`config.mk`:
```
export PLATFORM = sky130hd
export DESIGN_NAME = text_stream_frame_stripper_core
export DESIGN_NICKNAME = d
export VERILOG_FILES = /design/src/rtl/core/tsfs_pkg.sv /design/src/rtl/core/tsfs_cfg_regs.sv /design/src/rtl/core/tsfs_in_stage.sv /design/src/rtl/core/tsfs_parser.sv /design/src/rtl/core/text_stream_frame_stripper_core.sv
export SDC_FILE = /design/constraint.sdc
export NUM_CORES = 1
export LEC_CHECK = 0
export BUFFER_PORTS_ARGS = -buffer_cell sky130_fd_sc_hd__clkbuf_2
export CORE_ASPECT_RATIO = 1.5
export CORE_MARGIN = 2
export CORE_UTILIZATION = 58
export DETAILED_ROUTE_END_ITERATION = 16
export PLACE_DENSITY = 0.77
export SYNTH_ARGS = -nofsm -noshare
export SYNTH_HDL_FRONTEND = slang
export SYNTH_HIERARCHICAL = 1
export SYNTH_SLANG_ARGS = --single-unit
export TNS_END_PERCENT = 20
```
`constraint.sdc`:
```
create_clock -name i_clk -period 11 [get_ports i_clk]
set_clock_uncertainty 0.1 [all_clocks]
set_input_delay 3.3 -clock i_clk [delete_from_list [all_inputs] [get_ports i_clk]]
set_output_delay 3.3 -clock i_clk [all_outputs]
set_load 0.005 [all_outputs]
```
`src/rtl/core/tsfs_pkg.sv`:
```
// Shared types and constants for the text stream frame stripper.
`timescale 1ns / 1ps

package tsfs_pkg;

    localparam int unsigned BYTE_W   = 8;
    localparam int unsigned CAP_W    = 16;
    localparam int unsigned CNT_W    = 32;
    localparam int unsigned PADDR_W  = 4;
    localparam int unsigned PDATA_W  = 32;
    localparam int unsigned M_DATA_W = 88;
    localparam int unsigned M_USER_W = 2;

    typedef enum logic [1:0] {
        REG_TAG_BYTE       = 2'd0,
        REG_MAX_RECORD_LEN = 2'd1,
        REG_BURST_CAPACITY = 2'd2
    } t_reg_idx;

    localparam logic [BYTE_W-1:0] TAG_BYTE_RST       = 8'hFF;
    localparam logic [BYTE_W-1:0] MAX_RECORD_LEN_RST = 8'd128;
    localparam logic [CAP_W-1:0]  BURST_CAPACITY_RST = 16'hFFFF;

    typedef struct packed {
        logic [BYTE_W-1:0] tag_byte;
        logic [BYTE_W-1:0] max_record_len;
        logic [CAP_W-1:0]  burst_capacity;
    } t_cfg;

    typedef struct packed {
        logic [BYTE_W-1:0] in_byte;
        logic              burst_last;
    } t_in_item;

    typedef struct packed {
        logic [BYTE_W-1:0] out_byte;
        logic              out_valid;
        logic [CAP_W-1:0]  burst_written;
        logic [CNT_W-1:0]  frames_total;
        logic [CNT_W-1:0]  bad_total;
        logic              in_record;
    } t_out_item;

endpackage

```
`src/rtl/core/tsfs_cfg_regs.sv`:
```
// APB configuration registers for the frame stripper.
`timescale 1ns / 1ps

module tsfs_cfg_regs (
    input  logic                        i_clk,
    input  logic                        i_rst_n,
    input  logic                        psel,
    input  logic                        penable,
    input  logic                        pwrite,
    input  logic [tsfs_pkg::PADDR_W-1:0] paddr,
    input  logic [tsfs_pkg::PDATA_W-1:0] pwdata,
    output logic [tsfs_pkg::PDATA_W-1:0] prdata,
    output logic                        pready,
    output tsfs_pkg::t_cfg              o_cfg
);
    import tsfs_pkg::*;

    t_cfg     r_cfg;
    t_reg_idx w_idx;
    logic     w_wr;

    assign pready = 1'b1;
    assign w_idx  = t_reg_idx'(paddr[PADDR_W-1:2]);
    assign w_wr   = psel & penable & pwrite;

    always_ff @(posedge i_clk) begin
        if (!i_rst_n) begin
            r_cfg.tag_byte       <= TAG_BYTE_RST;
            r_cfg.max_record_len <= MAX_RECORD_LEN_RST;
            r_cfg.burst_capacity <= BURST_CAPACITY_RST;
        end else if (w_wr) begin
            case (w_idx)
                REG_TAG_BYTE:       r_cfg.tag_byte       <= pwdata[BYTE_W-1:0];
                REG_MAX_RECORD_LEN: r_cfg.max_record_len <= pwdata[BYTE_W-1:0];
                REG_BURST_CAPACITY: r_cfg.burst_capacity <= pwdata[CAP_W-1:0];
                default: ;
            endcase
        end
    end

    always_comb begin
        case (w_idx)
            REG_TAG_BYTE:       prdata = PDATA_W'(r_cfg.tag_byte);
            REG_MAX_RECORD_LEN: prdata = PDATA_W'(r_cfg.max_record_len);
            REG_BURST_CAPACITY: prdata = PDATA_W'(r_cfg.burst_capacity);
            default:            prdata = '0;
        endcase
    end

    assign o_cfg = r_cfg;

endmodule

```
`src/rtl/core/tsfs_in_stage.sv`:
```
// Input register stage holding one incoming byte transaction.
`timescale 1ns / 1ps

module tsfs_in_stage (
    input  logic                        i_clk,
    input  logic                        i_rst_n,
    input  logic                        s_axis_tvalid,
    output logic                        s_axis_tready,
    input  logic [tsfs_pkg::BYTE_W-1:0] s_axis_tdata,
    input  logic                        s_axis_tlast,
    input  logic                        i_take,
    output logic                        o_vld,
    output tsfs_pkg::t_in_item          o_item
);
    import tsfs_pkg::*;

    logic     r_vld;
    logic     n_vld;
    t_in_item r_item;
    logic     w_acc;

    assign s_axis_tready = !r_vld || i_take;
    assign w_acc         = s_axis_tvalid && s_axis_tready;

    always_comb begin
        n_vld = r_vld;
        if (w_acc) begin
            n_vld = 1'b1;
        end else if (i_take) begin
            n_vld = 1'b0;
        end
    end

    always_ff @(posedge i_clk) begin
        if (!i_rst_n) begin
            r_vld <= 1'b0;
        end else begin
            r_vld <= n_vld;
        end
    end

    always_ff @(posedge i_clk) begin
        if (w_acc) begin
            r_item.in_byte    <= s_axis_tdata;
            r_item.burst_last <= s_axis_tlast;
        end
    end

    assign o_vld  = r_vld;
    assign o_item = r_item;

endmodule

```
`src/rtl/core/tsfs_parser.sv`:
```
// Record parser: mode, counters and the registered result.
`timescale 1ns / 1ps

module tsfs_parser #(
    parameter int unsigned HEADER_BYTES = 4
) (
    input  logic               i_clk,
    input  logic               i_rst_n,
    input  tsfs_pkg::t_cfg     i_cfg,
    input  logic               i_vld,
    input  tsfs_pkg::t_in_item i_item,
    output logic               o_take,
    output logic               o_out_vld,
    input  logic               i_out_rdy,
    output tsfs_pkg::t_out_item o_out
);
    import tsfs_pkg::*;

    typedef enum logic [1:0] {
        MODE_TEXT = 2'd0,
        MODE_HDR  = 2'd1,
        MODE_PAY  = 2'd2
    } t_mode;

    t_mode             r_mode, n_mode;
    logic [BYTE_W-1:0] r_left, n_left;
    logic [CNT_W-1:0]  r_frames, n_frames;
    logic [CNT_W-1:0]  r_bad, n_bad;
    logic [CAP_W-1:0]  r_burst, n_burst;
    logic              r_out_vld;
    t_out_item         r_out, n_out;
    logic              w_adv;
    logic              w_fwd;
    logic [BYTE_W-1:0] w_dec;

    assign w_adv  = i_vld && (!r_out_vld || i_out_rdy);
    assign o_take = w_adv;
    assign w_dec  = r_left - BYTE_W'(1);

    always_comb begin
        n_mode   = r_mode;
        n_left   = r_left;
        n_frames = r_frames;
        n_bad    = r_bad;
        n_burst  = r_burst;
        w_fwd    = 1'b0;
        case (r_mode)
            MODE_TEXT: begin
                if (i_item.in_byte == i_cfg.tag_byte) begin
                    n_mode = MODE_HDR;
                    n_left = BYTE_W'(HEADER_BYTES);
                end else if (r_burst < i_cfg.burst_capacity) begin
                    w_fwd   = 1'b1;
                    n_burst = r_burst + CAP_W'(1);
                end
            end
            MODE_HDR: begin
                n_left = w_dec;
                if (w_dec == '0) begin
                    if (i_item.in_byte > i_cfg.max_record_len) begin
                        n_bad  = r_bad + CNT_W'(1);
                        n_mode = MODE_TEXT;
                    end else if (i_item.in_byte == '0) begin
                        n_frames = r_frames + CNT_W'(1);
                        n_mode   = MODE_TEXT;
                    end else begin
                        n_left = i_item.in_byte;
                        n_mode = MODE_PAY;
                    end
                end
            end
            MODE_PAY: begin
                n_left = w_dec;
                if (w_dec == '0) begin
                    n_frames = r_frames + CNT_W'(1);
                    n_mode   = MODE_TEXT;
                end
            end
            default: begin
                n_mode = MODE_TEXT;
            end
        endcase

        n_out.out_byte      = w_fwd ? i_item.in_byte : '0;
        n_out.out_valid     = w_fwd;
        n_out.burst_written = n_burst;
        n_out.frames_total  = n_frames;
        n_out.bad_total     = n_bad;
        n_out.in_record     = (n_mode != MODE_TEXT);

        // burst count restarts after the result is formed
        if (i_item.burst_last) begin
            n_burst = '0;
        end
    end

    always_ff @(posedge i_clk) begin
        if (!i_rst_n) begin
            r_mode    <= MODE_TEXT;
            r_left    <= '0;
            r_frames  <= '0;
            r_bad     <= '0;
            r_burst   <= '0;
            r_out_vld <= 1'b0;
        end else begin
            if (w_adv) begin
                r_mode   <= n_mode;
                r_left   <= n_left;
                r_frames <= n_frames;
                r_bad    <= n_bad;
                r_burst  <= n_burst;
            end
            if (w_adv) begin
                r_out_vld <= 1'b1;
            end else if (i_out_rdy) begin
                r_out_vld <= 1'b0;
            end
        end
    end

    always_ff @(posedge i_clk) begin
        if (w_adv) begin
            r_out <= n_out;
        end
    end

    assign o_out_vld = r_out_vld;
    assign o_out     = r_out;

endmodule

```
`src/rtl/core/text_stream_frame_stripper_core.sv`:
```
// Top level of the text stream frame stripper.
`timescale 1ns / 1ps

// Strips tagged binary records from a byte stream and forwards the text bytes.
// One byte transaction is taken per clock cycle: the byte sits in an input
// register, the record state and counters update as the result lands in an
// output register, and throughput is one byte per cycle while the output
// side keeps up. Each input byte gives exactly one output transaction with
// the forwarded byte (zero if dropped), the burst count, the frame and
// bad-header totals, and whether the block is inside a record. The user must
// write configuration over APB only while idle; the block does not enforce it.

module text_stream_frame_stripper_core #(
    parameter int unsigned HEADER_BYTES = 4
) (
    input  logic                          i_clk,
    input  logic                          i_rst_n,
    input  logic                          psel,
    input  logic                          penable,
    input  logic                          pwrite,
    input  logic [tsfs_pkg::PADDR_W-1:0]  paddr,
    input  logic [tsfs_pkg::PDATA_W-1:0]  pwdata,
    output logic [tsfs_pkg::PDATA_W-1:0]  prdata,
    output logic                          pready,
    input  logic                          s_axis_tvalid,
    output logic                          s_axis_tready,
    // [7:0] in_byte
    input  logic [tsfs_pkg::BYTE_W-1:0]   s_axis_tdata,
    input  logic                          s_axis_tlast,
    output logic                          m_axis_tvalid,
    input  logic                          m_axis_tready,
    // [7:0] out_byte, [23:8] burst_written, [55:24] frames_total, [87:56] bad_total
    output logic [tsfs_pkg::M_DATA_W-1:0] m_axis_tdata,
    // [0] out_valid, [1] in_record
    output logic [tsfs_pkg::M_USER_W-1:0] m_axis_tuser
);
    import tsfs_pkg::*;

    t_cfg      w_cfg;
    logic      w_in_vld;
    t_in_item  w_in_item;
    logic      w_take;
    t_out_item w_out;

    tsfs_cfg_regs u_cfg_regs (
        .i_clk   (i_clk),
        .i_rst_n (i_rst_n),
        .psel    (psel),
        .penable (penable),
        .pwrite  (pwrite),
        .paddr   (paddr),
        .pwdata  (pwdata),
        .prdata  (prdata),
        .pready  (pready),
        .o_cfg   (w_cfg)
    );

    tsfs_in_stage u_in_stage (
        .i_clk         (i_clk),
        .i_rst_n       (i_rst_n),
        .s_axis_tvalid (s_axis_tvalid),
        .s_axis_tready (s_axis_tready),
        .s_axis_tdata  (s_axis_tdata),
        .s_axis_tlast  (s_axis_tlast),
        .i_take        (w_take),
        .o_vld         (w_in_vld),
        .o_item        (w_in_item)
    );

    tsfs_parser #(
        .HEADER_BYTES (HEADER_BYTES)
    ) u_parser (
        .i_clk     (i_clk),
        .i_rst_n   (i_rst_n),
        .i_cfg     (w_cfg),
        .i_vld     (w_in_vld),
        .i_item    (w_in_item),
        .o_take    (w_take),
        .o_out_vld (m_axis_tvalid),
        .i_out_rdy (m_axis_tready),
        .o_out     (w_out)
    );

    assign m_axis_tdata = {w_out.bad_total, w_out.frames_total,
                           w_out.burst_written, w_out.out_byte};
    assign m_axis_tuser = {w_out.in_record, w_out.out_valid};

endmodule
```
==> implementation parameters <==
Parameter                              Value

Route
  DRT Wirelength    slightly below 30,000 µm
  Total number of vias    10,200
  Remaining DRCs    0
  Routed met2 length    roughly 15,000 µm
  Number of nets with antenna violations after routing    0
  WL per Instance    17.69 µm
  DR vias/cell    about 6
  Detailed-routed wire length on met3    1988 µm
  Top layer in use    met4
  Detailed router's first-iteration violation count    797
  Routed metal-1 wirelength    11,440 µm
  Length of the first detailed-routing pass in iterations    5

Placement
  Buffers added on ports    141
  Worst slack at placement    2.841 ns
  Instance area at placement    about 0.013 mm²
  Placed cells    1,635
  Routability cong.    around 0.95
  Detailed Place HPWL    a little over 20,000 µm

Yosys
  Count of warnings emitted by yosys    6
  Portion of netlist area occupied by mux cells    2.447%
  Total standard cell area after synthesis    0.01191 mm²
  Proportion of synthesized chip area in sequential cells    45.79%
  Top-count cell post-synth    nand2_1
  Fraction of registers with async set or reset after synthesis    0%
  Gate count of the mapped netlist    1,291
  Count of cell types in the netlist    78
  Post-synthesis adder-cell area fraction    3.361%
  Compound-cell area share of the yosys netlist    16.15%
  Synthesized area per cell    9.227 µm²
  #FFs+latches synth    223
  Dominant synthesized flop cell    dfxtp_1
  Dominant cells by area after synthesis    edfxtp_1, dfxtp_1, nand2_1
  Post-Synth XOR/XNOR Area    5.294%
  Simple-gate area share of the yosys netlist    21.22%
  Yosys top cell area share    24.96%
  Main combinational cell family by area after synthesis    simple AND/OR/NAND/NOR gates
  Number of enable-type register cells in the synthesized netlist    99
  Top cells by instance count after synthesis    nand2_1, dfxtp_1, edfxtp_1
  Cell type contributing the most total cell area after synthesis    edfxtp_1

Floorplanning
  Starting density of the core    58.80%
  Die span in y    179.5 µm
  Core area    between 0.02 and 0.025 mm²
  Area enclosed by the die boundary    0.02173 mm²
  Ports    177
  X dimension of the die    121.0 µm
  Row Count    64

Power
  Leakage power total    0.005209 µW
  Maximum vdd drop    0.09825 mV
  Total power    1764 µW
  Power per Cell Area    131.9 mW/mm²

Timing
  Max Transition Viols Final    0
  Final sum of negative setup slack    0 ns
  Share of the cycle needed by the critical path after routing    74.32%
  Worst setup slack after layout    2.824 ns
  Slew at the pin with the worst max-slew slack    1.022 ns
  Setup repair after global routing missed its margin    no
  Final critical delay including setup and external delays    about 8.2 ns
  Max_slew headroom    31.86%
  F_max    0.1223 GHz
  Final hold violations    0
  Setup Viol. Count Final    0

Clock tree
  Postcts setup bufs    0
  TritonCTS clock tree    yes
  Clock latency at the later pin of the worst-skew pair    0.50 ns
  Cts bufs inserted    22
  Sink Count    223
  Number of resized instances in the post-cts repair step    0
  Quantity of hold-fixing buffers added after cts    0
  CTS H-tree lvls    1
  Maximum root-to-sink buffer count    3
  Clock-pin transition on the worst setup and hold timing paths    0.06 ns
  Cell at the root of the clock tree    clkbuf_16

Global routing
  Total global routing track utilization    27.13%
  Total overflow reported by the global router    0
  Pin count of the biggest net entering global routing    74
  Via count of the first global-routing pass    9,882
  Number of antenna violations at the first check in global routing    0
  Global-route wire length before repair    48,610 µm

Final layout
  Non-Filler Instances    1,675
  Area growth from synthesis to layout    12.23%
  Final Instance Area    0.01337 mm²
  Number of diodes added for antenna fixing    0
  Final net count    1,479
  Ratio of cells with drive above 1 in the final layout    15.10%

Run status
  Outcome    finished clean

Setup path
  WS Path Type    in -> out
  Critical Path Sink Type    output port
  Worst reg-to-reg setup slack    6.82 ns
  Maximum fanout count along the critical path    33
  Logic depth of the worst path, buffers included    4
  CP required    7.60 ns
  Most numerous cell on the critical path    clkbuf_2
  Slowest cell on the critical path    and2b_1
  Maximum cell stage delay along the critical path    0.88 ns
  Buffering stage count on the worst path with inverters included    2
  Type of origin of the critical path    primary input
  Category of cells accounting for the largest share of critical-path delay    simple AND/OR/NAND/NOR gates
  Ordered list of cells on the worst path    clkbuf_2, and2b_1, and2_1, clkbuf_2
  Cell count of the worst reg-to-reg path    9
  Crit path DAT    4.78 ns

Worst hold path
  Worst min-delay path class    reg -> reg
  Number of cells traversed by the worst hold path    2

Run
  Maximum capacitance violations    0
## placed cells by master (no fill, tap or decap), types with 8 or more instances in the layout
| cell type | Yosys | routed |
|---|---|---|
| clkbuf_2 | 0 | 141 |
| xnor2_1 | 50 | 50 |
| a21o_1 | 8 | 8 |
| clkbuf_16 | 0 | 23 |
| nor2_1 | 77 | 77 |
| nor4_1 | 15 | 15 |
| nor3_1 | 35 | 35 |
| xor2_1 | 22 | 22 |
| edfxtp_1 | 99 | 99 |
| and3_1 | 28 | 28 |
| dfxtp_1 | 124 | 124 |
| and2_1 | 18 | 18 |
| or3_1 | 21 | 21 |
| o31ai_1 | 34 | 33 |
| conb_1 | 2 | 17 |
| or4_1 | 9 | 9 |
| a31oi_1 | 22 | 22 |
| o211ai_1 | 22 | 22 |
| nor2b_1 | 19 | 19 |
| o21ai_0 | 65 | 65 |
| nand2b_1 | 19 | 19 |
| nand3_1 | 62 | 62 |
| nand4_1 | 31 | 31 |
| a21oi_1 | 84 | 84 |
| mux2i_1 | 28 | 28 |
| buf_4 | 19 | 13 |
| inv_1 | 54 | 54 |
| nand2_1 | 129 | 129 |
| ha_1 | 32 | 32 |
## final timing paths
kind                        startpoint                     to
setup / recovery              paddr[2]             prdata[12]
hold / removal    u_cfg_regs/o_cfg[16]   u_cfg_regs/o_cfg[16]
setup reg to reg    u_parser/r_left[0]  u_parser/r_frames[17]
hold reg to reg   u_cfg_regs/o_cfg[16]   u_cfg_regs/o_cfg[16]
## worst min-delay path: cells and delay by family (launching register included)
kind | cells | cell delay (ns)
DFF | 1 | 0.33
muxes | 1 | 0.05
and+or+nand+nor | 1 | 0.06
## report_power, final
part / switching, µW / internal [µW] / total (µW)
combinational: 61.7 / 36.4 / 98.2
sequential: 13.1 / 891 / 904
clock: 309 / 452 / 762
total: 384 / 1380 / 1760
## stage by stage
stage,hold slack (ns),util (%)
2_1_floorplan,0.3474,-
3_3_place_gp,0.3736,62.40
3_5_place_dp,0.3800,62.40
4_1_cts,0.3905,65.99
5_1_grt,0.4208,65.99
6_report,0.3919,65.99
## sequential cells by signal (all words and copies together) (netlist names)
register	count
u_parser/r_left	8
u_parser/r_frames	32
u_parser/o_out_vld	1
u_parser/r_burst	16
u_parser/r_bad	32
u_cfg_regs/o_cfg	32
u_in_stage/o_vld	1
u_in_stage/o_item	9
u_parser/r_mode	2
u_parser/o_out	90
## cell type report
type                    count  area (µm²)
fillers                  1658        6890
multi-input cells         939        5843
flip-flops and latches    223        5455
repair buffers            154       803.3
clock buffers              28       594.3
well taps                 264       330.3
inverters                  55       209.0
clock inverters            12       133.9
## cell families (layout without fill, tap and decap cells)
kind of cell	count (synthesis)	after routing
buf+inv	144	249
simple gates	490	490
flops	223	223
fa+ha+maj	32	32
compound gates	299	299
mux	29	29
xor+xnor	72	72
other cells	2	17
## layer usage
metal	vias to the layer above	track usage, %
li1	4877	-
met4	0	12.84
met5	-	0
met1	4804	32.25
met3	106	3.997
met2	415	47.46
(Power assumes the default switching activity.)
